**config.mk**
```make
export PLATFORM = sky130hd
export DESIGN_NAME = swd_queue
export DESIGN_NICKNAME = d
export VERILOG_FILES = /design/src/rtl/swd_queue.sv
export SDC_FILE = /design/constraint.sdc
export NUM_CORES = 1
export LEC_CHECK = 0
export BUFFER_PORTS_ARGS = -buffer_cell sky130_fd_sc_hd__buf_4
export CAP_MARGIN = 30
export CORE_ASPECT_RATIO = 0.5
export CORE_MARGIN = 2
export CORE_UTILIZATION = 50
export CTS_BUF_LIST = sky130_fd_sc_hd__clkbuf_2 sky130_fd_sc_hd__clkbuf_4 sky130_fd_sc_hd__clkbuf_8
export CTS_CLUSTER_SIZE = 12
export DETAILED_ROUTE_END_ITERATION = 8
export GPL_TIMING_DRIVEN = 0
export PLACE_DENSITY_LB_ADDON = 0.1
export SLEW_MARGIN = 20
export SYNTH_ARGS = -nofsm -noshare
export SYNTH_HDL_FRONTEND = slang
export SYNTH_SLANG_ARGS = --single-unit
```
**constraint.sdc**
```tcl
create_clock -name clk -period 9.2 [get_ports clk]
set_input_delay 0.46 -clock clk [delete_from_list [all_inputs] [get_ports clk]]
set_output_delay 0.46 -clock clk [all_outputs]
set_load 0.02 [all_outputs]
```
**src/rtl/swd_queue.sv**
```systemverilog
// Two-entry queue carrying routed sample pairs from the front end to the back end.
module swd_queue #(
	parameter int W = 48
) (
	input  logic         clk,
	input  logic         arst_n,
	input  logic         push,
	input  logic [W-1:0] din,
	output logic         full,
	input  logic         pop,
	output logic [W-1:0] dout,
	output logic         empty
);
	logic [W-1:0] ent_q [2];
	logic         wr_ptr_q, rd_ptr_q;
	logic [1:0]   cnt_q;

	assign full  = (cnt_q == 2'd2);
	assign empty = (cnt_q == 2'd0);
	assign dout  = ent_q[rd_ptr_q];

	always_ff @(posedge clk) begin
		if (push) ent_q[wr_ptr_q] <= din;
	end

	always_ff @(posedge clk or negedge arst_n) begin
		if (!arst_n) begin
			wr_ptr_q <= 1'b0;
			rd_ptr_q <= 1'b0;
			cnt_q    <= 2'd0;
		end else begin
			if (push) wr_ptr_q <= ~wr_ptr_q;
			if (pop) rd_ptr_q <= ~rd_ptr_q;
			case ({push, pop})
				2'b10:   cnt_q <= cnt_q + 2'd1;
				2'b01:   cnt_q <= cnt_q - 2'd1;
				default: cnt_q <= cnt_q;
			endcase
		end
	end

endmodule

```
==> impl_metrics.json, run 1 <==
{
  "track_usage": 0.157,
  "h-tree-depth": 3,
  "die_y_um": 64.8,
  "dpl.hpwl_um": 4080,
  "syn_inst": 165,
  "start_util": 0.510,
  "irDropWorstVdd_v": 0.000174,
  "antenna_found_initial": 0,
  "setup-tns-final_ns": 0,
  "drtIter0Drc": 80,
  "clk_latency_ns": 0.36,
  "cts_buffers": 9,
  "routed.top_layer": "met4",
  "required_ns": 8.74,
  "clock_skew_ns": 0.00913,
  "wl_um": 5950,
  "cts_tree": "yes",
  "ant_nets": 0,
  "synth_top_cells_by_area": "edfxtp_1, mux2_2, mux2_4",
  "wl_met3_um": 435,
  "placed_cell_area_um2": 4640,
  "synth_commonest_cells": "edfxtp_1, mux2_2, mux2_4",
  "first_global_vias": 1960,
  "synth_area_per_cell_um2": 22.4,
  "synth-edff-count": 96,
  "slew_violations": 0,
  "synth_area_um2": 3690,
  "grt_first_pass_wirelength_um": 9300,
  "r2r_cells": 2,
  "leakage_nw": 1.87,
  "drt_pass1_iterations": 4,
  "die_width_um": 126,
  "cap_viol_max_count": 0,
  "area.growth.synth_to_final_pct": 31.0,
  "path_class": "flop to output pin",
  "dieArea_um2": 8130,
  "grt_start_max_net_pins": 49,
  "layout_min_cycle_time_ns": 2.07,
  "design_area_um2": 4840,
  "syn_nets": 218,
  "cts.sinks": 100,
  "r2r-start": "wr_ptr_q$_DFFE_PN0P_",
  "holdPathStages": 1,
  "period_share": 0.225,
  "fin_nets": 333,
  "rsz0062_at_grt": "false",
  "port_buffers": 101,
  "detail_route.wl_per_cell_um": 15.6,
  "placedCellCount": 364,
  "clock_path_buffers": 2,
  "coreArea_um2": 7240,
  "yosys.area.top_type": "edfxtp_1",
  "setup_violations": 0,
  "fp-row-count": 22,
  "fin_cells": 381,
  "async_reset_ff_frac": 0.0400,
  "synth_cell_types": 14,
  "vias_per_cell": 4.78,
  "r2r_end": "ent_q[0][23]$_DFFE_PP_",
  "root_buffer": "clkbuf_8",
  "worstSetupEndpointType": "output pin",
  "max_freq_ghz": 0.483,
  "io_pins": 102,
  "r2r_slack_ns": 7.71,
  "cp.arrival_ns": 1.61,
  "drt-met1-wl_um": 2490,
  "synth-seq-cells": 100,
  "wl_met2_um": 2940,
  "gp_congestion": 0.664,
  "route.detailed.drc": 0,
  "power_density_nw_per_um2": 302,
  "vias": 1820,
  "ys_warn_count": 0,
  "post_cts_buffers": 0,
  "drive_above_1_share": 0.607,
  "yosysSeqAreaShare": 0.808,
  "yosys.area.top_type_share": 0.780,
  "gr-total-overflow": 0,
  "yosysMostFrequentCell": "edfxtp_1",
  "critPathLaunchType": "flop",
  "min_path_type": "input port to flop",
  "min_from": "din[7]",
  "slew_headroom": 0.555,
  "fillCellCount": 503,
  "tightest_slew_ns": 0.668,
  "clk_pin_slew_worst_paths_ns": 0.09,
  "hold_end": "ent_q[0][7]$_DFFE_PP_",
  "final-hold-violation-count": 0,
  "whs_ns": 0.281,
  "synth_flop_cell": "edfxtp_1",
  "diodes": 0,
  "total_power_mw": 1.46,
  "cp_max_fo": 10,
  "status": "finished, final reports clean"
}
==> worst max-delay path, stage by stage, from the launching register on <==
cell     delay (ns)
dfrtp_1        0.43
buf_6          0.18
buf_8          0.17
mux2_4         0.30
buf_4          0.16
==> cell usage in the layout, fill, tap and decap left out <==
cell             n
xor2_1           3
edfxtp_1        96
mux2_4          10
buf_8            1
dlygate4sd3_1    1
dfrtp_1          4
clkbuf_4         4
clkinv_2         1
mux2_2          38
buf_4          104
clkbuf_8         9
xnor2_1          2
buf_6            1
nor2_4           1
clkinv_1         1
nor2b_1          1
ha_1             1
bufinv_16        1
buf_16           2
and2_4           1
inv_1            1
nor2_1           2
==> cells by family (layout without fill, tap and decap cells) <==
group	count (synthesis)	after routing	share of synthesized area
DFF	100	100	0.808
and+or+nand+nor	5	5	0.00644
muxes	48	48	0.157
xor gates and xnor gates	5	5	0.0119
buffers and inverters	6	126	0.0142
adders and majority gates	1	1	0.00339
==> layer usage <==
layer / global-route usage / up-vias
li1: - / 872
met4: 0.0625 / 0
met1: 0.179 / 879
met5: 0 / -
met2: 0.259 / 59
met3: 0.0743 / 10
==> report_power, final <==
| group | internal [mW] | switching (mW) |
|---|---|---|
| Clock | 0.137 | 0.134 |
| Combinational | 0.274 | 0.283 |
| Sequential | 0.605 | 0.0280 |
| Total | 1.02 | 0.445 |
==> through the flow <==
| stage | setup slack, ns | utilization |
|---|---|---|
| floorplan | 6.21 | - |
| global placement | 5.02 | 0.632 |
| detailed placement | 7.49 | 0.641 |
| CTS | 7.08 | 0.669 |
| global route | 7.03 | 0.669 |
| finish | 7.13 | 0.669 |
==> final cells by class <==
cell class | instances | area (um^2) | area share
plain buffers | 5 | 48.8 | 0.0101
clock buffers | 13 | 154 | 0.0318
clock inverters | 3 | 38.8 | 0.00801
inverters | 1 | 3.75 | 0.000776
multi-input cells | 59 | 668 | 0.138
flip-flops and latches | 100 | 2980 | 0.616
well taps | 96 | 120 | 0.0248
repair buffers | 104 | 823 | 0.170
==> state kept, by name, indices dropped and copies added, names as in the netlist <==
name / flops
cnt_q: 2
rd_ptr_q: 1
wr_ptr_q: 1
ent_q: 96
==> what timing repair did <==
action	CTS	global route
resized for setup	0	0
hold endpoints to repair	4	0
hold buffers	1	0
==> how the worst max path moves through the flow <==
stage	from	endpoint	depth (start not counted)
2_1_floorplan	push	ent_q[0][0]$_DFFE_PP_	2
3_3_place_gp	push	ent_q[0][29]$_DFFE_PP_	3
3_5_place_dp	rd_ptr_q$_DFFE_PN0P_	dout[26]	4
4_1_cts	rd_ptr_q$_DFFE_PN0P_	dout[26]	4
5_1_grt	rd_ptr_q$_DFFE_PN0P_	dout[31]	4
6_report	rd_ptr_q$_DFFE_PN0P_	dout[31]	4
(Power assumes the default switching activity.)
==> inputs of run 2 (changes only) <==
--- a/config.mk
+++ b/config.mk
@@ -5,11 +5,12 @@
 export SDC_FILE = /design/constraint.sdc
 export NUM_CORES = 1
 export LEC_CHECK = 0
+export ABC_AREA = 1
 export BUFFER_PORTS_ARGS = -buffer_cell sky130_fd_sc_hd__buf_4
 export CAP_MARGIN = 30
 export CORE_ASPECT_RATIO = 0.5
 export CORE_MARGIN = 2
-export CORE_UTILIZATION = 50
+export CORE_UTILIZATION = 49
 export CTS_BUF_LIST = sky130_fd_sc_hd__clkbuf_2 sky130_fd_sc_hd__clkbuf_4 sky130_fd_sc_hd__clkbuf_8
 export CTS_CLUSTER_SIZE = 12
 export DETAILED_ROUTE_END_ITERATION = 8
==> constraint.sdc (replaced) <==
create_clock -name clk -period 1.78 [get_ports clk]
set_input_delay 0.089 -clock clk [delete_from_list [all_inputs] [get_ports clk]]
set_output_delay 0.089 -clock clk [all_outputs]
set_load 0.02 [all_outputs]
==> run 2 against run 1 <==
Net effect:
- total power rose to 5.9 times the previous value
- cell count grew 46%
- synthesized area increased by 8.4%
- worst setup slack got worse by 7.0 ns
- die area grew 10%
- global-route usage grew 2.3 points
- worst hold slack worse by 0.22 ns
==> impl_metrics.json, run 2 <==
{
  "status": "finished, final reports clean",
  "diodes": 0,
  "async_reset_ff_frac": 0.0400,
  "yosys.area.top_type": "edfxtp_1",
  "yosysSeqAreaShare": 0.745,
  "postCtsResizedCells": 0,
  "detail_route.wl_per_cell_um": 13.9,
  "synth_flop_cell": "edfxtp_1",
  "max_freq_ghz": 0.609,
  "critPathLaunchType": "flop",
  "clock_path_buffers": 2,
  "cp_top_family": "simple AND/OR/NAND/NOR gates",
  "syn_inst": 275,
  "cts_buffers": 9,
  "cp_num_buf_inv": 1,
  "max_stage_delay_ns": 0.63,
  "irDropWorstVdd_v": 0.00101,
  "design_area_um2": 5670,
  "synth_area_per_cell_um2": 14.6,
  "whs_ns": 0.0655,
  "power_density_nw_per_um2": 1510,
  "die_y_um": 67.9,
  "fillCellCount": 544,
  "slew_headroom": 0.490,
  "first_global_vias": 2542,
  "synth_top_cells_by_area": "edfxtp_1, o21ai_2, inv_1",
  "cap_viol_max_count": 0,
  "cts.sinks": 100,
  "yosys.area.top_type_share": 0.720,
  "gr-total-overflow": 0,
  "cts_hold_buf": 51,
  "dieArea_um2": 8960,
  "final-hold-violation-count": 0,
  "track_usage": 0.180,
  "root_buffer": "clkbuf_8",
  "synth_commonest_cells": "edfxtp_1, inv_1, nand2_2, o21ai_2, nand2_1",
  "clock_skew_ns": 0.00792,
  "antenna_found_initial": 0,
  "vias_per_cell": 4.53,
  "regArea_um2": 2980,
  "cp.arrival_ns": 1.71,
  "synth_area_um2": 4010,
  "route.detailed.drc": 0,
  "synth_cell_types": 19,
  "worstSetupEndpointType": "flop",
  "drtIter0Drc": 173,
  "reg_top3": "ent_q: 96 flops, cnt_q: 2 flops",
  "drt_pass1_iterations": 4,
  "largest_register_ffs": 96,
  "required_ns": 1.85,
  "die_width_um": 132,
  "clk_pin_slew_worst_paths_ns": 0.09,
  "r2r_slack_ns": 0.14,
  "dpl.hpwl_um": 5060,
  "port_buffers": 101,
  "mostFrequentLayoutCells": "buf_4, edfxtp_1, inv_1",
  "ant_nets": 0,
  "gp_congestion": 0.740,
  "cts_tree": "yes",
  "post_cts_buffers": 0,
  "h-tree-depth": 3,
  "area.growth.synth_to_final_pct": 41.7,
  "clk_latency_ns": 0.35,
  "start_util": 0.502,
  "fin_nets": 493,
  "total_power_mw": 8.55,
  "min_path_type": "input port to async pin",
  "yosysMostFrequentCell": "edfxtp_1",
  "multi_input_area_um2": 696,
  "period_share": 0.923,
  "layout_min_cycle_time_ns": 1.64,
  "worst_path_max_delay_cell": "nor2_4",
  "synth-edff-count": 96,
  "cp_max_fo": 25,
  "fp-row-count": 23,
  "grt_first_pass_wirelength_um": 11900,
  "drive_above_1_share": 0.431,
  "synth-seq-cells": 100,
  "leakage_nw": 2.39,
  "path_class": "flop to flop",
  "tightest_slew_ns": 0.764,
  "placed_cell_area_um2": 4950,
  "io_pins": 102,
  "rsz0062_at_grt": "false",
  "cp_cell_sequence": "nor2_4, buf_12",
  "layout_commonest_cell": "buf_4",
  "vias": 2521,
  "top_register": "ent_q",
  "syn_nets": 328,
  "ys_warn_count": 0,
  "grt_start_max_net_pins": 26,
  "slew_violations": 0,
  "wl_um": 7760,
  "coreArea_um2": 7970,
  "setup_violations": 0
}
==> run 2: metrics by stage <==
| stage | std cells | utilization | worst slack [ns] | setup TNS (ns) |
|---|---|---|---|---|
| after floorplan | 275 | - | -0.0275 | -1.32 |
| after global placement | 488 | 0.616 | -0.526 | -32.10 |
| after detailed placement | 490 | 0.621 | 0.126 | 0 |
| after CTS | 557 | 0.712 | 0.123 | 0 |
| after global routing | 557 | 0.712 | 0.0437 | 0 |
| final | 557 | 0.712 | 0.137 | 0 |
==> run 2: worst reg2reg max path, cell delays in order, from the launching register on <==
cell	delay, ns
dfrtp_1	0.44
nor2_4	0.63
buf_12	0.28
==> run 2: path summary, 6_finish.rpt <==
path / start / endpoint / cells past startpoint
min in group clk: din[3] / ent_q[0][3]$_DFFE_PP_ / 2
worst min register to register: cnt_q[0]$_DFFE_PN0P_ / cnt_q[0]$_DFFE_PN0P_ / 1
max in group asynchronous: arst_n / rd_ptr_q$_DFFE_PN0P_ / 2
worst min-delay path: arst_n / cnt_q[0]$_DFFE_PN0P_ / 2
worst max register to register: wr_ptr_q$_DFFE_PN0P_ / ent_q[0][24]$_DFFE_PP_ / 2
worst max-delay path: wr_ptr_q$_DFFE_PN0P_ / ent_q[0][24]$_DFFE_PP_ / 2
==> run 2: cell families after synthesis <==
family,Yosys count,synth area share
adders and majority gates,1,0.00312
AOI/OAI and AO/OA,48,0.0881
DFF,100,0.745
buffers and inverters,65,0.0834
and+or+nand+nor,58,0.0740
xor gates and xnor gates,3,0.00656
==> run 2: power breakdown <==
| group | internal (mW) | switching (mW) | total [mW] |
|---|---|---|---|
| Clock | 0.762 | 0.744 | 1.51 |
| Sequential | 3.13 | 0.160 | 3.29 |
| Combinational | 1.57 | 2.20 | 3.76 |
| Total | 5.45 | 3.10 | 8.55 |
==> run 2: per-layer routing <==
layer  up-vias  global-route usage  part of all wire
met5         -                   0                 0
met4         0              0.0530            0.0036
met3         4              0.0644             0.045
met2        60               0.330              0.52
met1      1206               0.205              0.43
li1       1251                   -                 -
==> run 2: layout make-up <==
| cell class | instances | area share |
|---|---|---|
| clock inverter | 3 | 0.00816 |
| inverter | 54 | 0.0357 |
| buffer | 11 | 0.0232 |
| timing repair buffer | 154 | 0.231 |
| multi-input combinational | 110 | 0.123 |
| clock buffer | 13 | 0.0293 |
| tap | 112 | 0.0247 |
| sequential | 100 | 0.526 |
